### src/sv/mvst_pkg.sv
// Shared constants, widths and record types of the minimum-variance spanning tree search.
package mvst_pkg;

  localparam int MAX_NODES   = 64;
  localparam int MAX_EDGES   = 1024;
  localparam int WEIGHT_BITS = 10;

  localparam int NODE_W = 7;                       // endpoint and node_count port width
  localparam int EIDX_W = $clog2(MAX_EDGES);       // edge address
  localparam int ECNT_W = EIDX_W + 1;              // edge count, holds MAX_EDGES
  localparam int NIDX_W = $clog2(MAX_NODES);       // parent table address (node - 1)
  localparam int NEED_W = $clog2(MAX_NODES);       // tree edge count, node_count - 1
  localparam int SUM_W  = $clog2((MAX_NODES - 1) * ((1 << WEIGHT_BITS) - 1) + 1);
  localparam int SQ1_W  = 2 * SUM_W;               // one squared deviation
  localparam int SQ_W   = 40;                      // key sum of one tree
  localparam int FRAC_W = 16;
  localparam int VAR_W  = 34;
  localparam int DIVD_W = SQ_W + FRAC_W;           // scaled dividend
  localparam int D3_W   = 3 * NEED_W;              // (node_count - 1)^3
  localparam int DCNT_W = $clog2(DIVD_W + 1);

  typedef struct packed {
    logic [NODE_W-1:0]      a;
    logic [NODE_W-1:0]      b;
    logic [WEIGHT_BITS-1:0] w;
  } edge_t;

  typedef struct packed {
    logic [EIDX_W-1:0]      idx;
    logic [WEIGHT_BITS-1:0] w;
  } sort_t;

endpackage

### src/sv/mvst_div.sv
// Restoring divider, one quotient bit per cycle, for the final variance scaling.
module mvst_div (
  input  logic                        clk_i,
  input  logic                        rst_ni,
  input  logic                        start_i,
  input  logic [mvst_pkg::DIVD_W-1:0] dividend_i,
  input  logic [mvst_pkg::D3_W-1:0]   divisor_i,
  output logic                        done_o,
  output logic [mvst_pkg::DIVD_W-1:0] quotient_o
);

  logic                        run_q;
  logic                        done_q;
  logic [mvst_pkg::DCNT_W-1:0] cnt_q;
  logic [mvst_pkg::D3_W-1:0]   rem_q;
  logic [mvst_pkg::D3_W-1:0]   dvs_q;
  logic [mvst_pkg::DIVD_W-1:0] qr_q;
  logic [mvst_pkg::D3_W:0]     rem_sh;
  logic                        fits;

  assign rem_sh = {rem_q, qr_q[mvst_pkg::DIVD_W-1]};
  assign fits   = rem_sh >= {1'b0, dvs_q};

  always_ff @(posedge clk_i or negedge rst_ni) begin
    if (!rst_ni) begin
      run_q  <= 1'b0;
      done_q <= 1'b0;
      cnt_q  <= '0;
      rem_q  <= '0;
      dvs_q  <= '0;
      qr_q   <= '0;
    end else begin
      done_q <= 1'b0;
      if (start_i) begin
        run_q <= 1'b1;
        cnt_q <= '0;
        rem_q <= '0;
        dvs_q <= divisor_i;
        qr_q  <= dividend_i;
      end else if (run_q) begin
        if (fits) begin
          rem_q <= mvst_pkg::D3_W'(rem_sh - {1'b0, dvs_q});
        end else begin
          rem_q <= rem_sh[mvst_pkg::D3_W-1:0];
        end
        qr_q  <= {qr_q[mvst_pkg::DIVD_W-2:0], fits};
        cnt_q <= cnt_q + 1'b1;
        if (cnt_q == mvst_pkg::DCNT_W'(mvst_pkg::DIVD_W - 1)) begin
          run_q  <= 1'b0;
          done_q <= 1'b1;
        end
      end
    end
  end

  assign done_o     = done_q;
  assign quotient_o = qr_q;

endmodule

### config.mk
export PLATFORM = sky130hd
export DESIGN_NAME = mvst_div
export DESIGN_NICKNAME = d
export VERILOG_FILES = /design/src/sv/mvst_pkg.sv /design/src/sv/mvst_div.sv
export SDC_FILE = /design/constraint.sdc
export NUM_CORES = 1
export LEC_CHECK = 0
export BUFFER_PORTS_ARGS = -buffer_cell sky130_fd_sc_hd__buf_2
export CAP_MARGIN = 20
export CORE_MARGIN = 4
export CORE_UTILIZATION = 30
export CTS_CLUSTER_SIZE = 20
export DETAILED_ROUTE_END_ITERATION = 8
export GPL_TIMING_DRIVEN = 0
export SYNTH_ARGS = -nofsm -noshare
export SYNTH_HDL_FRONTEND = slang
export SYNTH_SLANG_ARGS = --single-unit
### constraint.sdc
create_clock -name clk_i -period 3 [get_ports clk_i]
set_clock_uncertainty 0.2 [all_clocks]
set_input_delay 0.3 -clock clk_i [delete_from_list [all_inputs] [get_ports clk_i]]
set_output_delay 0.3 -clock clk_i [all_outputs]
set_load 0.005 [all_outputs]
==> results of run 1 <==
[state kept, by name (all words and copies together) (netlist names)]
signal,cells
done_o,1
dvs_q,18
quotient_o,56
cnt_q,6
run_q,1
rem_q,18
[metal layers]
layer	wire length, microns	up-vias	track usage (%)
met4	114	0	2.80
met3	1120	7	3.74
met1	7720	2528	22.5
met5	0	-	0
li1	-	2581	-
met2	8280	156	26.9
[cell families (layout without fill, tap and decap cells)]
group	count (synthesis)	after routing	synth area share (%)
adders and majority gates	20	20	4.63
buffers and inverters	62	286	4.51
and+or+nand+nor	173	173	13.8
muxes	59	59	10.6
xor gates and xnor gates	14	14	2.20
AOI/OAI and AO/OA	176	176	19.3
DFF	100	100	44.9
[stage by stage]
step / area, sq um / setup WS (ns) / utilization (%) / hold WS [ns] / total power, mW
finish: 7650 / 0.163 / 42.3 / 0.141 / 4.49
floorplan: 5570 / 0.503 / - / -0.196 / 2.69
global placement: 6520 / -0.0859 / 36.0 / 0.297 / 3.15
CTS: 7610 / 0.0138 / 42.1 / 0.136 / 4.49
detailed placement: 6550 / -0.0823 / 36.2 / 0.174 / 3.16
global route: 7650 / 0.0124 / 42.3 / 0.198 / 4.80
[power by group through the flow]
stage | registers, mW | clock network (mW) | logic (mW)
2_1_floorplan | 1.65 | 0 | 1.04
3_3_place_gp | 1.68 | 0 | 1.47
3_5_place_dp | 1.68 | 0 | 1.48
4_1_cts | 1.66 | 1.27 | 1.57
5_1_grt | 1.68 | 1.32 | 1.80
6_report | 1.66 | 1.22 | 1.61
[timing repair]
item | in CTS | in global routing
hold buffers | 75 | 0
endpoints found under the setup margin | 6 | 15
gates resized for setup | 1 | 11
hold endpoints to repair | 122 | 0
[worst max-delay path by stage]
stage / start / end / slack (ns) / cells past startpoint
3_5_place_dp: rem_q[9]$_DFFE_PN0P_ / rem_q[9]$_DFFE_PN0P_ / -0.08 / 8
2_1_floorplan: rem_q[9]$_DFFE_PN0P_ / rem_q[12]$_DFFE_PN0P_ / 0.50 / 9
6_report: rem_q[13]$_DFFE_PN0P_ / rem_q[11]$_DFFE_PN0P_ / 0.16 / 8
4_1_cts: rem_q[9]$_DFFE_PN0P_ / rem_q[6]$_DFFE_PN0P_ / 0.01 / 8
5_1_grt: rem_q[13]$_DFFE_PN0P_ / rem_q[11]$_DFFE_PN0P_ / 0.01 / 8
3_3_place_gp: rem_q[15]$_DFFE_PN0P_ / rem_q[9]$_DFFE_PN0P_ / -0.09 / 7
[cells in the mapped netlist, types with 4 or more instances]
master    instances
nor2_1           32
nand2_1          92
o21ai_0          95
a311oi_1          8
inv_1            24
nand3_1          12
mux2i_1          58
clkbuf_1         27
a21oi_1          21
o21a_1            5
dfrtp_1         100
nor3b_1           7
nand4_1           7
o211ai_1          6
buf_1             5
a21o_1            7
xnor2_1           7
a31oi_1           4
nor3_1            7
ha_1             19
xor2_1            7
[area by class of cell]
type / count / share of cell area (%)
Tap cell: 229 / 3.74
Buffer: 38 / 2.17
Inverter: 24 / 1.18
Clock buffer: 10 / 3.12
Sequential cell: 100 / 32.7
Timing Repair Buffer: 208 / 18.8
Multi-Input combinational cell: 442 / 37.4
Clock inverter: 6 / 0.899
[worst register-to-register path, cell delays in order (launching register included)]
cell and delay [ns]:
dfrtp_1 0.43, ha_1 0.43, nand4_2 0.19, or2_0 0.26, a211o_1 0.29, a21oi_2 0.25, clkbuf_4 0.26, o211ai_1 0.13
a311oi_1 0.29
==> impl_metrics.csv, run 1 <==
group,metric,value,unit
floorplanning,rows,49,
yosys,ys.warnings.count,0,
placement,routabilityCongestion,0.967,
floorplanning,die_area,0.0208,sq mm
clock_tree,cts_buffer_depth,2,
sta,setup_viol,0,
sta,period_needed,2.84,ns
sta,max_freq,352,MHz
yosys,yosysSeqAreaShare,44.9,%
worst_setup_path,critPathKind,"flip-flop to flip-flop",
layout,mostFrequentLayoutCells,"133 x buf_2, 100 x dfrtp_1, 95 x o21ai_0",
power_and_ir_drop,p_leak,3.89,nW
clock_tree,clk_latency,0.35,ns
yosys,yosysTopAreaCell,"dfrtp_1",
placement,dp_cells,966,
clock_tree,cts-root-buf,"clkbuf_16",
sta,fin_crit_sh,94.6,%
yosys,syn_nets,701,
power_and_ir_drop,pwr-share-seq,36.9,%
yosys,synthDistinctLibCells,56,
clock_tree,post-cts-setup-buffer-count,0,
worst_setup_path,critPathArrivalTime,2.89,ns
yosys,ys.flop_type,"dfrtp_1",
status,status,"complete, no violations",
sta,finalSetupTns,0,ns
worst_setup_path,crit_slowest_cell,"dfrtp_1",
sta,finalMaxSlewViolations,0,
worst_setup_path,critPathMaxFanout,10,
power_and_ir_drop,p_clk_share,27.2,%
job,drv_cap,0,
layout,seq_area,0.00250,sq mm
worst_setup_path,critPathTopFamily,"compound AO/OA/AOI/OAI gates",
layout,fill_cells,1781,
yosys,avgSynthCellArea,9.23,sq um
yosys,synth_area,0.00557,sq mm
yosys,synth_area_leaders,"dfrtp_1 45%, mux2i_1 10%, o21ai_0 8.5%",
global_route,grt_overflow_total,0,
layout,fin_nets,920,
sta,finalHoldViolCount,0,
worst_setup_path,path_cells,"ha_1 -> nand4_2 -> or2_0 -> a211o_1 -> a21oi_2 -> clkbuf_4 -> o211ai_1 -> a311oi_1",
global_route,antenna_found_initial,0,
routing,drt-total-wl,17200,microns
placement,port_buffers,132,
layout,stdcell_count,1057,
floorplanning,core-area,0.0181,sq mm
clock_tree,cts_buffers,9,
worst_setup_path,regToRegSetupSlack,0.16,ns
clock_tree,h-tree-depth,3,
global_route,track_usage,16.4,%
global_route,grt_pass1_wl,27200,microns
yosys,netlist.area_leader.share,44.9,%
sta,maxSlewHeadroom,49.6,%
min_path,min_path_cells,2,
worst_setup_path,worstSetupStartpointType,"flip-flop",
power_and_ir_drop,pwr-share-comb,35.8,%
routing,ant_nets,0,
worst_setup_path,r2r-end,"rem_q[11]$_DFFE_PN0P_",
yosys,synthArstFlopShare,100,%
routing,firstDrtPassIters,5,
power_and_ir_drop,ir_drop,0.335,mV
yosys,yosys_register_bits,100,
layout,drive_above_1_share,20.4,%
placement,dp_hpwl,12200,microns
clock_tree,cts.sinks,100,
layout,final_common_cell,"buf_2",
min_path,min_from,"start_i",
routing,drt-vias-per-instance,4.99,
sta,rsz0062_at_grt,"false",
worst_setup_path,cp_num_buf_inv,1,
min_path,hold_class,"primary input to flip-flop",
power_and_ir_drop,p_per_area,587,mW/mm^2
floorplanning,die_y,144,microns
worst_setup_path,reg2reg_depth,8,
floorplanning,start_util,30.8,%
worst_setup_path,rr_startpoint,"rem_q[13]$_DFFE_PN0P_",
sta,worstMarginPinSlew,0.756,ns
clock_tree,cts_tree,"built",
clock_tree,clk_pin_slew,0.07,ns
routing,post_drt_wl_per_cell,16.3,microns
routing,drtIter0Drc,293,
min_path,holdPathEnd,"quotient_o[49]$_DFFE_PN0P_",
floorplanning,pin_count,134,
routing,vias,5272,
worst_setup_path,required,3.05,ns
power_and_ir_drop,sw_frac_of_total,35.3,%
power_and_ir_drop,intPower,2.91,mW
floorplanning,dieWidth,144,microns
yosys,netlist_instances,604,
routing,drc,0,
power_and_ir_drop,p_switching,1.59,mW
yosys,synth_edf_count,0,
worst_setup_path,cp-end-kind,"flip-flop",
layout,multi_input_area,0.00286,sq mm
layout,antenna_cells,0,
global_route,grt_max_degree,53,
layout,synthToLayoutAreaGrowth,37.3,%
worst_setup_path,slowest_delay,0.43,ns
global_route,grt_pass1_vias,5260,
(Power assumes the default switching activity.)
==> run 2: changes to the inputs <==
--- a/config.mk
+++ b/config.mk
@@ -7,11 +7,14 @@
 export LEC_CHECK = 0
 export BUFFER_PORTS_ARGS = -buffer_cell sky130_fd_sc_hd__buf_2
 export CAP_MARGIN = 20
+export CELL_PAD_IN_SITES_DETAIL_PLACEMENT = 1
+export CELL_PAD_IN_SITES_GLOBAL_PLACEMENT = 2
 export CORE_MARGIN = 4
 export CORE_UTILIZATION = 30
 export CTS_CLUSTER_SIZE = 20
 export DETAILED_ROUTE_END_ITERATION = 8
 export GPL_TIMING_DRIVEN = 0
+export PLACE_DENSITY_LB_ADDON = 0.1
 export SYNTH_ARGS = -nofsm -noshare
 export SYNTH_HDL_FRONTEND = slang
 export SYNTH_SLANG_ARGS = --single-unit
==> run 2 against run 1 <==
  * First-iteration DRC count decreased by 35%
  * Global-route usage increased by 2.4 points
  * Clock power about the same
  * Fmax decreased by 1.2%
  * Worst hold slack got worse by 0.12 ns
  * Utilization decreased by 0.17 points
  * Final area decreased by 0.41%
  * Critical path depth increased by 1
  * Routed wire length increased by 12%
  * Sequential cell count unchanged
  * Die area unchanged
  * Final cell count decreased by 0.19%
==> impl_metrics.csv, run 2 (synthesis results as in run 1) <==
group,metric,value,unit
status,status,"complete, no violations",
worst_setup_path,cp-end-kind,"flip-flop",
routing,drt-total-wl,19300,microns
layout,finalInstanceArea,0.00762,sq mm
clock_tree,cts.sinks,100,
placement,port_buffers,132,
routing,vias,5326,
global_route,track_usage,18.8,%
global_route,grt_overflow_total,0,
floorplanning,die_area,0.0208,sq mm
global_route,grt_max_degree,67,
routing,drt-vias-per-instance,5.05,
power_and_ir_drop,p_leak,3.88,nW
power_and_ir_drop,ir_drop,0.320,mV
global_route,grt_pass1_wl,30700,microns
layout,drive_above_1_share,20.3,%
clock_tree,cts_buffers,9,
layout,fin_util,42.1,%
sta,period_needed,2.87,ns
sta,rsz0062_at_grt,"true",
placement,dp_hpwl,14000,microns
sta,worstMarginPinSlew,0.735,ns
power_and_ir_drop,power,4.54,mW
routing,post_drt_wl_per_cell,18.3,microns
layout,largest_reg_flops,56,
layout,synthToLayoutAreaGrowth,36.8,%
layout,fin_nets,919,
layout,stdcell_count,1055,
layout,mostFrequentLayoutCells,"133 x buf_2, 100 x dfrtp_1, 95 x o21ai_0",
sta,maxSlewHeadroom,49.7,%
sta,finalMaxSlewViolations,0,
layout,final_common_cell,"buf_2",
sta,setup_viol,0,
clock_tree,clk_latency,0.35,ns
floorplanning,die_y,144,microns
floorplanning,rows,49,
floorplanning,start_util,30.8,%
floorplanning,core-area,0.0181,sq mm
layout,antenna_cells,0,
floorplanning,pin_count,134,
job,drv_cap,0,
worst_setup_path,worstSetupStartpointType,"flip-flop",
worst_setup_path,critPathMaxFanout,10,
clock_tree,cts-root-buf,"clkbuf_16",
floorplanning,dieWidth,144,microns
worst_setup_path,required,3.02,ns
routing,firstDrtPassIters,4,
worst_setup_path,critPathKind,"flip-flop to flip-flop",
clock_tree,clk_pin_slew,0.08,ns
global_route,antenna_found_initial,0,
routing,ant_nets,0,
global_route,grt_pass1_vias,5519,
power_and_ir_drop,p_per_area,596,mW/mm^2
placement,dp_cells,966,
sta,fin_crit_sh,95.8,%
sta,finalHoldViolCount,0,
worst_setup_path,critPathArrivalTime,2.90,ns
routing,drc,0,
clock_tree,cts_buffer_depth,2,
placement,dpl_cell_area,0.00655,sq mm
sta,max_freq,348,MHz
min_path,hold_class,"primary input to flip-flop",
placement,routabilityCongestion,0.843,
clock_tree,h-tree-depth,3,
clock_tree,cts_tree,"built",
routing,drtIter0Drc,189,
## run 2: path summary, 6_finish.rpt
kind	startpoint	endpoint	slack, ns	cells after the start
min	dividend_i[2]	quotient_o[2]$_DFFE_PN0P_	0.02	3
max	rem_q[13]$_DFFE_PN0P_	rem_q[14]$_DFFE_PN0P_	0.13	9
max reg2reg	rem_q[13]$_DFFE_PN0P_	rem_q[14]$_DFFE_PN0P_	0.13	9
max in group asynchronous	rst_ni	quotient_o[23]$_DFFE_PN0P_	1.64	3
min in group asynchronous	rst_ni	dvs_q[15]$_DFFE_PN0P_	0.25	2
min reg2reg	dvs_q[0]$_DFFE_PN0P_	dvs_q[0]$_DFFE_PN0P_	0.33	1
## run 2: cell type report
| class | count | area [sq um] |
|---|---|---|
| fill | 2142 | 10500 |
| multi-input combinational | 442 | 2850 |
| sequential | 100 | 2500 |
| timing repair buffer | 207 | 1430 |
| tap | 229 | 287 |
| clock buffer | 10 | 239 |
| buffer | 38 | 166 |
| inverter | 24 | 90.1 |
| clock inverter | 5 | 60.1 |
## run 2: repair_timing
| item | 4_1_cts | 5_1_grt |
|---|---|---|
| setup endpoints to repair | 11 | 14 |
| hold endpoints to repair | 107 | 0 |
| hold buffers | 74 | 0 |
| pin swaps | 0 | 0 |
| buffers inserted | 0 | 0 |
| resized for setup | 5 | 5 |
## run 2: through the flow
| stage | hold WS (ns) | TNS (ns) | setup WS [ns] |
|---|---|---|---|
| after global placement | 0.300 | -1.07 | -0.204 |
| after global routing | 0.0304 | -0.0102 | -0.00943 |
| after floorplan | -0.196 | 0 | 0.503 |
| after CTS | 0.00881 | 0 | 0.0392 |
| final | 0.0169 | 0 | 0.127 |
| after detailed placement | 0.115 | -1.95 | -0.269 |
## run 2: worst max-delay path, stage by stage (launching register included)
cell     delay, ns
dfrtp_1       0.45
ha_1          0.43
nand4_2       0.18
or2_0         0.27
a211o_1       0.30
a21o_1        0.21
buf_6         0.14
buf_4         0.19
a31oi_1       0.23
o21ai_0       0.12
## run 2: metal layers
| layer | share of wire, % | routed length, microns | track usage (%) | up-vias |
|---|---|---|---|---|
| li1 | - | - | - | 2581 |
| met1 | 49 | 9510 | 27.0 | 2594 |
| met2 | 45 | 8730 | 29.7 | 133 |
| met3 | 4.1 | 800 | 2.51 | 18 |
| met4 | 1.5 | 286 | 5.25 | 0 |
| met5 | 0 | 0 | 0 | - |
## run 2: power breakdown
group | internal, mW | switching (mW) | total (mW)
clock | 0.671 | 0.559 | 1.23
sequential | 1.52 | 0.148 | 1.66
combinational | 0.707 | 0.945 | 1.65
